==> config.mk <==
export PLATFORM = sky130hd
export DESIGN_NAME = dpfc_mul
export DESIGN_NICKNAME = d
export VERILOG_FILES = /design/src/sv/dual_pid_force_controller_assert.svh /design/src/sv/dpfc_pkg.sv /design/src/sv/dpfc_mul.sv
export SDC_FILE = /design/constraint.sdc
export NUM_CORES = 2
export LEC_CHECK = 0
export ABC_CLOCK_PERIOD_IN_PS = 8100
export BUFFER_PORTS_ARGS = -buffer_cell sky130_fd_sc_hd__buf_4
export CAP_MARGIN = 20
export CORE_ASPECT_RATIO = 1.5
export CORE_MARGIN = 2
export CORE_UTILIZATION = 60
export DETAILED_ROUTE_END_ITERATION = 8
export PLACE_DENSITY = 0.79
export SETUP_SLACK_MARGIN = 0.1
export SLEW_MARGIN = 20
export SYNTH_ARGS = -nofsm -noshare
export SYNTH_HDL_FRONTEND = slang
export SYNTH_SLANG_ARGS = --single-unit
==> constraint.sdc <==
create_clock -name clk -period 8.1 [get_ports clk]
set_clock_uncertainty 0.2 [all_clocks]
set_input_delay 0.405 -clock clk [delete_from_list [all_inputs] [get_ports clk]]
set_output_delay 0.405 -clock clk [all_outputs]
set_load 0.1 [all_outputs]
==> src/sv/dual_pid_force_controller_assert.svh <==
// assertion macros for the dual pid force controller
// expects signals clk and rst in the scope where a macro is used
`ifndef DUAL_PID_FORCE_CONTROLLER_ASSERT_SVH
`define DUAL_PID_FORCE_CONTROLLER_ASSERT_SVH

`ifndef SYNTHESIS

// antecedent implies consequent in the same cycle
`define DPFC_ASSERT_SAME(label, ante, cons) \
  label: assert property (@(posedge clk) disable iff (rst) (ante) |-> (cons)) \
    else $error("dpfc same-cycle check failed");

// antecedent implies consequent in the next cycle
`define DPFC_ASSERT_NEXT(label, ante, cons) \
  label: assert property (@(posedge clk) disable iff (rst) (ante) |=> (cons)) \
    else $error("dpfc next-cycle check failed");

`else

`define DPFC_ASSERT_SAME(label, ante, cons)
`define DPFC_ASSERT_NEXT(label, ante, cons)

`endif

`endif

==> src/sv/dpfc_pkg.sv <==
// shared types and constants of the dual pid force controller
// no dependencies
package dpfc_pkg;

  localparam int DATA_W  = 32;
  localparam int TS_W    = 24;
  localparam int INTEG_W = 48;
  localparam int MUL_W   = 33;
  localparam int PROD_W  = 2 * MUL_W;
  localparam int ACC_W   = 67;

  localparam logic [TS_W-1:0] TIME_STEP_RESET = 24'd16777;

  // configuration register indexes
  typedef enum logic [2:0] {
    CFG_KP_POS,
    CFG_KI_POS,
    CFG_KD_POS,
    CFG_KP_ANG,
    CFG_KI_ANG,
    CFG_KD_ANG,
    CFG_TARGET_ANGLE,
    CFG_TIME_STEP
  } cfg_reg_t;

  // one multiplier pass per code, issued in this order
  typedef enum logic [3:0] {
    SEL_IPOS,
    SEL_IANG,
    SEL_KP_POS,
    SEL_KD_POS,
    SEL_KP_ANG,
    SEL_KD_ANG,
    SEL_KI_POS_LO,
    SEL_KI_POS_HI,
    SEL_KI_ANG_LO,
    SEL_KI_ANG_HI
  } step_t;

  typedef enum logic [1:0] {
    ST_IDLE,
    ST_RUN,
    ST_FLUSH,
    ST_DONE
  } state_t;

  typedef struct packed {
    logic  accept;
    logic  busy;
    logic  mul_en;
    step_t step;
    logic  load_out;
  } ctrl_t;

endpackage

==> src/sv/dpfc_mul.sv <==
// shared signed 33x33 multiplier with registered product and step tag
// depends on dpfc_pkg
module dpfc_mul import dpfc_pkg::*; (
  input  logic                     clk,
  input  logic                     rst,
  input  logic                     en,
  input  step_t                    tag,
  input  logic signed [MUL_W-1:0]  op_a,
  input  logic signed [MUL_W-1:0]  op_b,
  output logic                     prod_valid,
  output step_t                    prod_tag,
  output logic signed [PROD_W-1:0] prod
);

  always_ff @(posedge clk) begin
    if (rst) begin
      prod_valid <= 1'b0;
    end else begin
      prod_valid <= en;
    end
  end

  always_ff @(posedge clk) begin
    if (en) begin
      prod     <= op_a * op_b;
      prod_tag <= tag;
    end
  end

endmodule

==> impl_metrics.env <==
export IMPL_status="completed"
export IMPL_track_usage_pct=36.35
export IMPL_critPathKind="in -> reg"
export IMPL_num_rows=117
export IMPL_min_to="prod_valid"
export IMPL_fin_crit_ns=7.872
export IMPL_tightest_slew_ns=0.9316
export IMPL_place_hpwl_mm=101.2
export IMPL_core_um2=67930
export IMPL_drive_gt1_share_pct=9.036
export IMPL_synth_seq_cells=71
export IMPL_cts_tree="built"
export IMPL_synth_common_cells="1145 x fa_1, 1133 x inv_1, 562 x and2_1"
export IMPL_yosysMostFrequentCell="fa_1"
export IMPL_synth_top_area_cell="fa_1"
export IMPL_cts_root_buffer="clkbuf_16"
export IMPL_final_cells=5335
export IMPL_dieWidth_um=217.9
export IMPL_worst_path_most_repeated_cell="fa_1"
export IMPL_min_path_cells=2
export IMPL_clock_sinks=71
export IMPL_arrival_ns=7.76
export IMPL_rsz0062_at_grt="true"
export IMPL_grt_max_degree=72
export IMPL_ys_seq_area_share_pct=5.154
export IMPL_vias_per_cell=5.734
export IMPL_port_buffers=143
export IMPL_synth_ff_type="edfxtp_1"
export IMPL_cp_top_family="adder cells"
export IMPL_grt_pass1_wl_mm=190.5
export IMPL_nFillCells=5458
export IMPL_ant_nets=0
export IMPL_critPathRequiredTime_ns=7.99
export IMPL_synth_cell_area_um2=41170
export IMPL_crit_fanout=12
export IMPL_hold_violations=0
export IMPL_synth_enable_flop_cells=70
export IMPL_dpl_worst_slack_ns=-0.09628
export IMPL_synth_area_per_cell_um2=9.557
export IMPL_finalCritPeriodShare_pct=97.18
export IMPL_crit_path_max_incr_delay_ns=0.71
export IMPL_cts_buffers=9
export IMPL_slew_limit_headroom_pct=37.89
export IMPL_final_area_um2=44530
export IMPL_vias=30593
export IMPL_slew_violations=0
export IMPL_yosysTopAreaCellShare_pct=55.67
export IMPL_cts_path_max_buffers=2
export IMPL_path_clk_slew_ns=0.06
export IMPL_dieArea_um2=70780
export IMPL_first_pass_iters=5
export IMPL_fin_ws_ns=0.2281
export IMPL_yosys_top_cells_area="fa_1 56%, inv_1 10%, and2_1 8.5%, ha_1 6.6%, edfxtp_1 5.1%"
export IMPL_dpl_instance_area_um2=44090
export IMPL_drtIter0Drc=1996
export IMPL_fmax_mhz=127.0
export IMPL_htree_levels=3
export IMPL_hold_class="in -> reg"
export IMPL_cts_resized=0
export IMPL_wl_per_cell_um=23.01
export IMPL_hp_start="rst"
export IMPL_die_h_um=324.8
export IMPL_synthesis_nets=5743
export IMPL_postCtsSetupRepairBufs=0
export IMPL_holdBufCountCts=0
export IMPL_maxCapViolations=0
export IMPL_area_delta_synth_final_pct=8.153
export IMPL_synth_cell_type_count=62
export IMPL_nets=5868
export IMPL_yosys_warnings=0
export IMPL_synthCells=4308
export IMPL_gp_congestion=0.9902
export IMPL_route_detailed_drc=0
export IMPL_start_kind="input port"
export IMPL_grt_overflow_total=0
export IMPL_grt_pass1_vias=35062
export IMPL_pin_count=144
export IMPL_dpl_cell_count=5314
export IMPL_path_buf_inv=7
export IMPL_initial_core_util_pct=60.62
export IMPL_fin_util_pct=65.56
export IMPL_antenna_found_initial=6
export IMPL_synthArstFlopShare_pct=0
export IMPL_crit_path_top_delay_cell="fa_2"
export IMPL_finalSetupViolCount=0
export IMPL_end_kind="flop"
export IMPL_wl_mm=122.7
## per-stage QoR
step                TNS, ns  hold slack (ns)
global route              0          0.02008
CTS                       0       0.00007289
detailed placement  -0.2625           0.3693
global placement    -0.1499           0.3611
floorplan                 0           0.2766
finish                    0          0.01377
## placed cells by master, fill, tap and decap left out, drive strengths merged, types with 3 or more instances in the layout
master / instances
fa: 1145
inv: 1136
and2: 563
nand2: 543
buf: 335
ha: 217
a21oi: 73
edfxtp: 70
xnor2: 55
nor2: 47
o21ai: 43
a21o: 28
xor2: 20
nand3: 18
a31oi: 10
nand2b: 9
nand4: 9
clkbuf: 9
a211oi: 9
o21bai: 8
nor3: 8
o21a: 7
and4: 7
and3: 7
o211ai: 7
diode: 5
or2: 5
nor4: 5
nor2b: 4
clkinvlp: 3
o22ai: 3
a221o: 3
o21ba: 3
a2111oi: 3
## final cells by class
class / instances / area (µm²) / area share, %
Antenna cell: 5 / 12.51 / 0.02810
Timing Repair Buffer: 335 / 2663 / 5.979
Sequential cell: 71 / 2122 / 4.765
Inverter: 1133 / 4257 / 9.559
Clock inverter: 7 / 61.31 / 0.1377
Clock buffer: 9 / 225.2 / 0.5058
Multi-Input combinational cell: 2883 / 34070 / 76.52
Tap cell: 892 / 1116 / 2.506
## flip-flops by register name, indices dropped and copies added, names as in the netlist
name / flops
prod: 66
prod_valid: 1
prod_tag: 4
## routing by layer
layer,track usage (%),vias up,share of wire (%)
li1,-,12532,-
met1,36.00,15801,29
met2,62.15,1500,52
met3,7.154,758,7.0
met4,35.70,2,12
met5,0,-,0.0090
## logic make-up after synthesis
group	Yosys count	share of synthesized area, %
flops	71	5.154
simple gates	1229	15.09
compound gates	217	3.528
fa+ha+maj	1362	62.27
buf+inv	1354	12.36
xor+xnor	75	1.595
## how the worst max path moves through the flow
stage             start  endpoint  slack (ns)  cells past startpoint
2_1_floorplan  op_a[32]  prod[65]        0.14                     22
3_5_place_dp   op_a[21]  prod[65]        -0.1                     24
6_report       op_a[23]  prod[59]        0.23                     26
4_1_cts         op_b[0]  prod[65]        0.25                     26
5_1_grt        op_a[19]  prod[65]        0.03                     22
3_3_place_gp   op_a[23]  prod[59]       -0.06                     26
Power is left out: the tool's default activity adds up to more than one toggle a clock period on the data nets, which glitch-free logic cannot reach.
