$ cat src/sv/dual_pid_force_controller_assert.svh
// assertion macros for the dual pid force controller
// expects signals clk and rst in the scope where a macro is used
`ifndef DUAL_PID_FORCE_CONTROLLER_ASSERT_SVH
`define DUAL_PID_FORCE_CONTROLLER_ASSERT_SVH

`ifndef SYNTHESIS

// antecedent implies consequent in the same cycle
`define DPFC_ASSERT_SAME(label, ante, cons) \
  label: assert property (@(posedge clk) disable iff (rst) (ante) |-> (cons)) \
    else $error("dpfc same-cycle check failed");

// antecedent implies consequent in the next cycle
`define DPFC_ASSERT_NEXT(label, ante, cons) \
  label: assert property (@(posedge clk) disable iff (rst) (ante) |=> (cons)) \
    else $error("dpfc next-cycle check failed");

`else

`define DPFC_ASSERT_SAME(label, ante, cons)
`define DPFC_ASSERT_NEXT(label, ante, cons)

`endif

`endif

$ cat src/sv/dpfc_pkg.sv
// shared types and constants of the dual pid force controller
// no dependencies
package dpfc_pkg;

  localparam int DATA_W  = 32;
  localparam int TS_W    = 24;
  localparam int INTEG_W = 48;
  localparam int MUL_W   = 33;
  localparam int PROD_W  = 2 * MUL_W;
  localparam int ACC_W   = 67;

  localparam logic [TS_W-1:0] TIME_STEP_RESET = 24'd16777;

  // configuration register indexes
  typedef enum logic [2:0] {
    CFG_KP_POS,
    CFG_KI_POS,
    CFG_KD_POS,
    CFG_KP_ANG,
    CFG_KI_ANG,
    CFG_KD_ANG,
    CFG_TARGET_ANGLE,
    CFG_TIME_STEP
  } cfg_reg_t;

  // one multiplier pass per code, issued in this order
  typedef enum logic [3:0] {
    SEL_IPOS,
    SEL_IANG,
    SEL_KP_POS,
    SEL_KD_POS,
    SEL_KP_ANG,
    SEL_KD_ANG,
    SEL_KI_POS_LO,
    SEL_KI_POS_HI,
    SEL_KI_ANG_LO,
    SEL_KI_ANG_HI
  } step_t;

  typedef enum logic [1:0] {
    ST_IDLE,
    ST_RUN,
    ST_FLUSH,
    ST_DONE
  } state_t;

  typedef struct packed {
    logic  accept;
    logic  busy;
    logic  mul_en;
    step_t step;
    logic  load_out;
  } ctrl_t;

endpackage

$ cat src/sv/dpfc_ctrl.sv
// sequencer that walks the shared multiplier through the ten passes
// depends on dpfc_pkg
module dpfc_ctrl import dpfc_pkg::*; (
  input  logic  clk,
  input  logic  rst,
  input  logic  in_valid,
  input  logic  out_hold,
  output ctrl_t ctl
);

  state_t state, state_next;
  step_t  step, step_next;

  always_ff @(posedge clk) begin
    if (rst) begin
      state <= ST_IDLE;
      step  <= SEL_IPOS;
    end else begin
      state <= state_next;
      step  <= step_next;
    end
  end

  always_comb begin
    state_next = state;
    step_next  = step;
    unique case (state)
      ST_IDLE: begin
        step_next = SEL_IPOS;
        if (in_valid) begin
          state_next = ST_RUN;
        end
      end
      ST_RUN: begin
        if (step == SEL_KI_ANG_HI) begin
          state_next = ST_FLUSH;
        end else begin
          step_next = step_t'(step + 4'd1);
        end
      end
      ST_FLUSH: begin
        state_next = ST_DONE;
      end
      ST_DONE: begin
        if (!out_hold) begin
          state_next = ST_IDLE;
        end
      end
      default: begin
        state_next = ST_IDLE;
      end
    endcase
  end

  always_comb begin
    ctl.accept   = 1'b0;
    ctl.busy     = 1'b1;
    ctl.mul_en   = 1'b0;
    ctl.step     = step;
    ctl.load_out = 1'b0;
    unique case (state)
      ST_IDLE: begin
        ctl.busy   = 1'b0;
        ctl.accept = in_valid;
      end
      ST_RUN: begin
        ctl.mul_en = 1'b1;
      end
      ST_FLUSH: begin
      end
      ST_DONE: begin
        ctl.load_out = !out_hold;
      end
      default: begin
      end
    endcase
  end

endmodule

$ cat config.mk
export PLATFORM = sky130hd
export DESIGN_NAME = dpfc_ctrl
export DESIGN_NICKNAME = d
export VERILOG_FILES = /design/src/sv/dual_pid_force_controller_assert.svh /design/src/sv/dpfc_pkg.sv /design/src/sv/dpfc_ctrl.sv
export SDC_FILE = /design/constraint.sdc
export NUM_CORES = 1
export LEC_CHECK = 0
export BUFFER_PORTS_ARGS = -buffer_cell sky130_fd_sc_hd__buf_2
export CORE_AREA = 5 5 42 44
export DETAILED_ROUTE_END_ITERATION = 8
export DIE_AREA = 0 0 47 49
export GPL_ROUTABILITY_DRIVEN = 0
export PLACE_DENSITY_LB_ADDON = 0.3
export SLEW_MARGIN = 20
export SYNTH_ARGS = -nofsm -noshare
export SYNTH_HDL_FRONTEND = slang
export SYNTH_SLANG_ARGS = --single-unit
$ cat constraint.sdc
create_clock -name clk -period 1.65 [get_ports clk]
set_input_delay 0.33 -clock clk [delete_from_list [all_inputs] [get_ports clk]]
set_output_delay 0.33 -clock clk [all_outputs]
set_load 0.005 [all_outputs]
==> results.md <==
- Status: complete, no violations
- CP delay by family, top: flip-flops
- Sw Share: 0.389
- Finished Layout Cells: 73
- Share of layout cells above drive strength 1: 0.263
- Fillers: 156
- R2r endpoint: state[0]
- Netlist cell types: 21
- Die ar.: 2300 sq um
- HP Class: primary input to register
- Synth area leaders: dfxtp_1, ha_1, inv_1, o211a_1, a21oi_1
- Die height: 49 microns
- Ys Warns: 0
- Core area: 1400 sq um
- Residual DRC count: 0
- Worst path depth: 4
- Fin crit period: 1.51 ns
- Gate Count Post-Synth: 44
- Syn avg cell area: 9.04 sq um
- Crit path DAT: 1.18 ns
- Top FF cell, synth: dfxtp_1
- Clock Tree Root: clkbuf_4
- Yosys reg bits: 6
- Post-CTS Setup Inserts: 0
- Setup crit end kind: output pin
- P_int: 0.404 mW
- Reg2Reg Launch Point: step[1]
- F_max: 663 MHz
- Worst Path Class, Setup: register to output pin
- Max Cap Violations: 0
- Slowest stage delay, CP: 0.38 ns
- Pre-Repair DR Iteration Count: 2
- Post-synthesis sequential area ratio: 0.302
- Switch Pwr: 0.257 mW
- CP required: 1.32 ns
- Sink Count: 6
- Power density over the cells: 1370 nW/um^2
- Fraction of registers with async set or reset after synthesis: 0
- Row cnt: 14
- Antenna-violating nets left: 0
- Routed vias/inst: 4.74
- Fin Clk Skew: 0.00199 ns
- Ports: 12
- Antenna Cells: 0
- Setup TNS: 0 ns
- Post-CTS Resized: 0
- Worst VDD drop: 0.534 mV
- DIE WIDTH: 47 microns
- Starting Density: 0.284
- P_leak: 0.252 nW
- Antenna violations before repair: 0
- Metal2 WL: 429 microns
- Top-area cell type share of the netlist area: 0.302
- Final Hold Viols: 0
- Storage cell area: 120 sq um
- Cell area after synthesis: 398 sq um
- Clock Latency Late Sink: 0.24 ns
- Post-synth EDFFs: 0
- Post-synth top cells: inv_1, dfxtp_1, ha_1
- Worst Path Max Fanout: 4
- Cells after DPL: 70
- RSZ-0062 raised after global routing: no
- M1 WL: 345 microns
- Top sig layer: met3
- Worst path slowest cell: dfxtp_1
- H-tree Lvls: 1
- Yosys top cell by area: dfxtp_1
- DR vias: 346
- Cell count of the worst reg-to-reg path: 5
- Routed wl met3: 13 microns
- Worst slew margin: 0.835
- Final wirelength: 788 microns
- Reg2reg setup slack: 0.21 ns
- Vias in the first global route: 326
- Wire per inst: 10.8 microns
- Largest net degree at the start of global routing: 8
- CP startpoint kind: register
- First-pass GRT wire length: 1420 microns
- Clock share of power: 0.202
- CTS tree: done
- Area Overhead vs Synth: 21.7%
- Tot GR Track Use: 0.0833
- CP bufs+invs: 2
- Number of buffers added on ports: 11
- Area taken by multi-input logic gates: 240 sq um
- Total CTS buffers: 3
- Net count after synthesis: 54
- Most frequent cell after synthesis: inv_1
- Slew Limit Fails: 0
- Hold-fix buffer count after cts: 0
- CP Cell Sequence: inv_1, ha_1, and2_1, buf_2
- Number of setup violations in the final report: 0
- Detailed Place HPWL: 655 microns
- Combinational share of power: 0.470
- Critical Path Source: state[0]
- Worst-path clk slew: 0.05 ns
- Measured slew at the worst slew-check pin: 0.244 ns
- Critical Path End: ctl[7]
- Drt initial violations: 2
- Final worst-path cycle share: 0.914
- Clock Path Buffers: 2
- Remaining Overflow, GRT: 0
- Final nets: 69
- Flop pwr share: 0.328
[registers in the layout, indices dropped and copies added, names as in the netlist]
register  cells
state         2
step          4
[power by group through the flow]
stage | registers, mW | clock network, mW | logic, mW
after CTS | 0.217 | 0.139 | 0.321
after global placement | 0.219 | 0 | 0.321
final | 0.217 | 0.133 | 0.311
after floorplan | 0.213 | 0 | 0.217
after global routing | 0.226 | 0.156 | 0.363
after detailed placement | 0.221 | 0 | 0.320
[routing by layer]
| layer | up-vias | track usage |
|---|---|---|
| met5 | - | 0 |
| met4 | 0 | 0.0415 |
| met3 | 0 | 0.0332 |
| met2 | 1 | 0.129 |
| met1 | 165 | 0.0953 |
| li1 | 180 | - |
[kinds of logic (layout without fill, tap and decap cells)]
family / Yosys count / after routing / synth area share
multiplexers: 1 / 1 / 0.0252
adder cells (fa/ha/maj): 6 / 6 / 0.189
flip-flops: 6 / 6 / 0.302
buffers and inverters: 8 / 21 / 0.0943
AO/OA/AOI/OAI: 10 / 10 / 0.195
AND/OR/NAND/NOR: 13 / 13 / 0.195
[cell usage in the layout (no fill, tap or decap)]
cell,netlist,layout
o221a_2,1,1
nand2_1,3,3
nand2b_1,1,1
or2_0,1,1
o211a_1,2,2
o211ai_1,2,2
nand4_1,1,1
and3b_1,1,1
inv_1,7,7
a21boi_0,1,1
clkbuf_4,0,3
o2111ai_1,1,1
dfxtp_1,6,6
ha_1,6,6
and2_1,1,1
nor2b_1,1,1
a21oi_1,3,3
mux2i_1,1,1
nor4b_1,1,1
buf_2,0,11
or3_1,2,2
nand3_1,1,1
[per-stage QoR]
step / util / cell area, sq um / hold slack, ns / setup slack (ns) / power, mW
finish: 0.346 / 484 / 0.313 / 0.142 / 0.661
global route: 0.346 / 484 / 0.292 / 0.0527 / 0.745
CTS: 0.346 / 484 / 0.303 / 0.121 / 0.677
detailed placement: 0.329 / 462 / 0.497 / 0.218 / 0.541
global placement: 0.329 / 462 / 0.488 / 0.251 / 0.540
floorplan: - / 398 / 0.399 / 0.230 / 0.430
[final cells by class]
type | count | area share
Clock buffer | 3 | 0.0465
Inverter | 7 | 0.0543
Multi-Input combinational cell | 30 | 0.496
Sequential cell | 6 | 0.248
Tap cell | 16 | 0.0413
Timing Repair Buffer | 11 | 0.114
[how the worst min path moves through the flow]
| stage | startpoint | end | slack (ns) | depth (start not counted) |
|---|---|---|---|---|
| 2_1_floorplan | rst | step[0] | 0.40 | 1 |
| 3_3_place_gp | step[3] | step[3] | 0.49 | 2 |
| 3_5_place_dp | step[3] | step[3] | 0.50 | 2 |
| 4_1_cts | rst | step[1] | 0.30 | 2 |
| 5_1_grt | rst | step[1] | 0.29 | 2 |
| 6_report | rst | step[1] | 0.31 | 2 |
(Power assumes the default switching activity.)
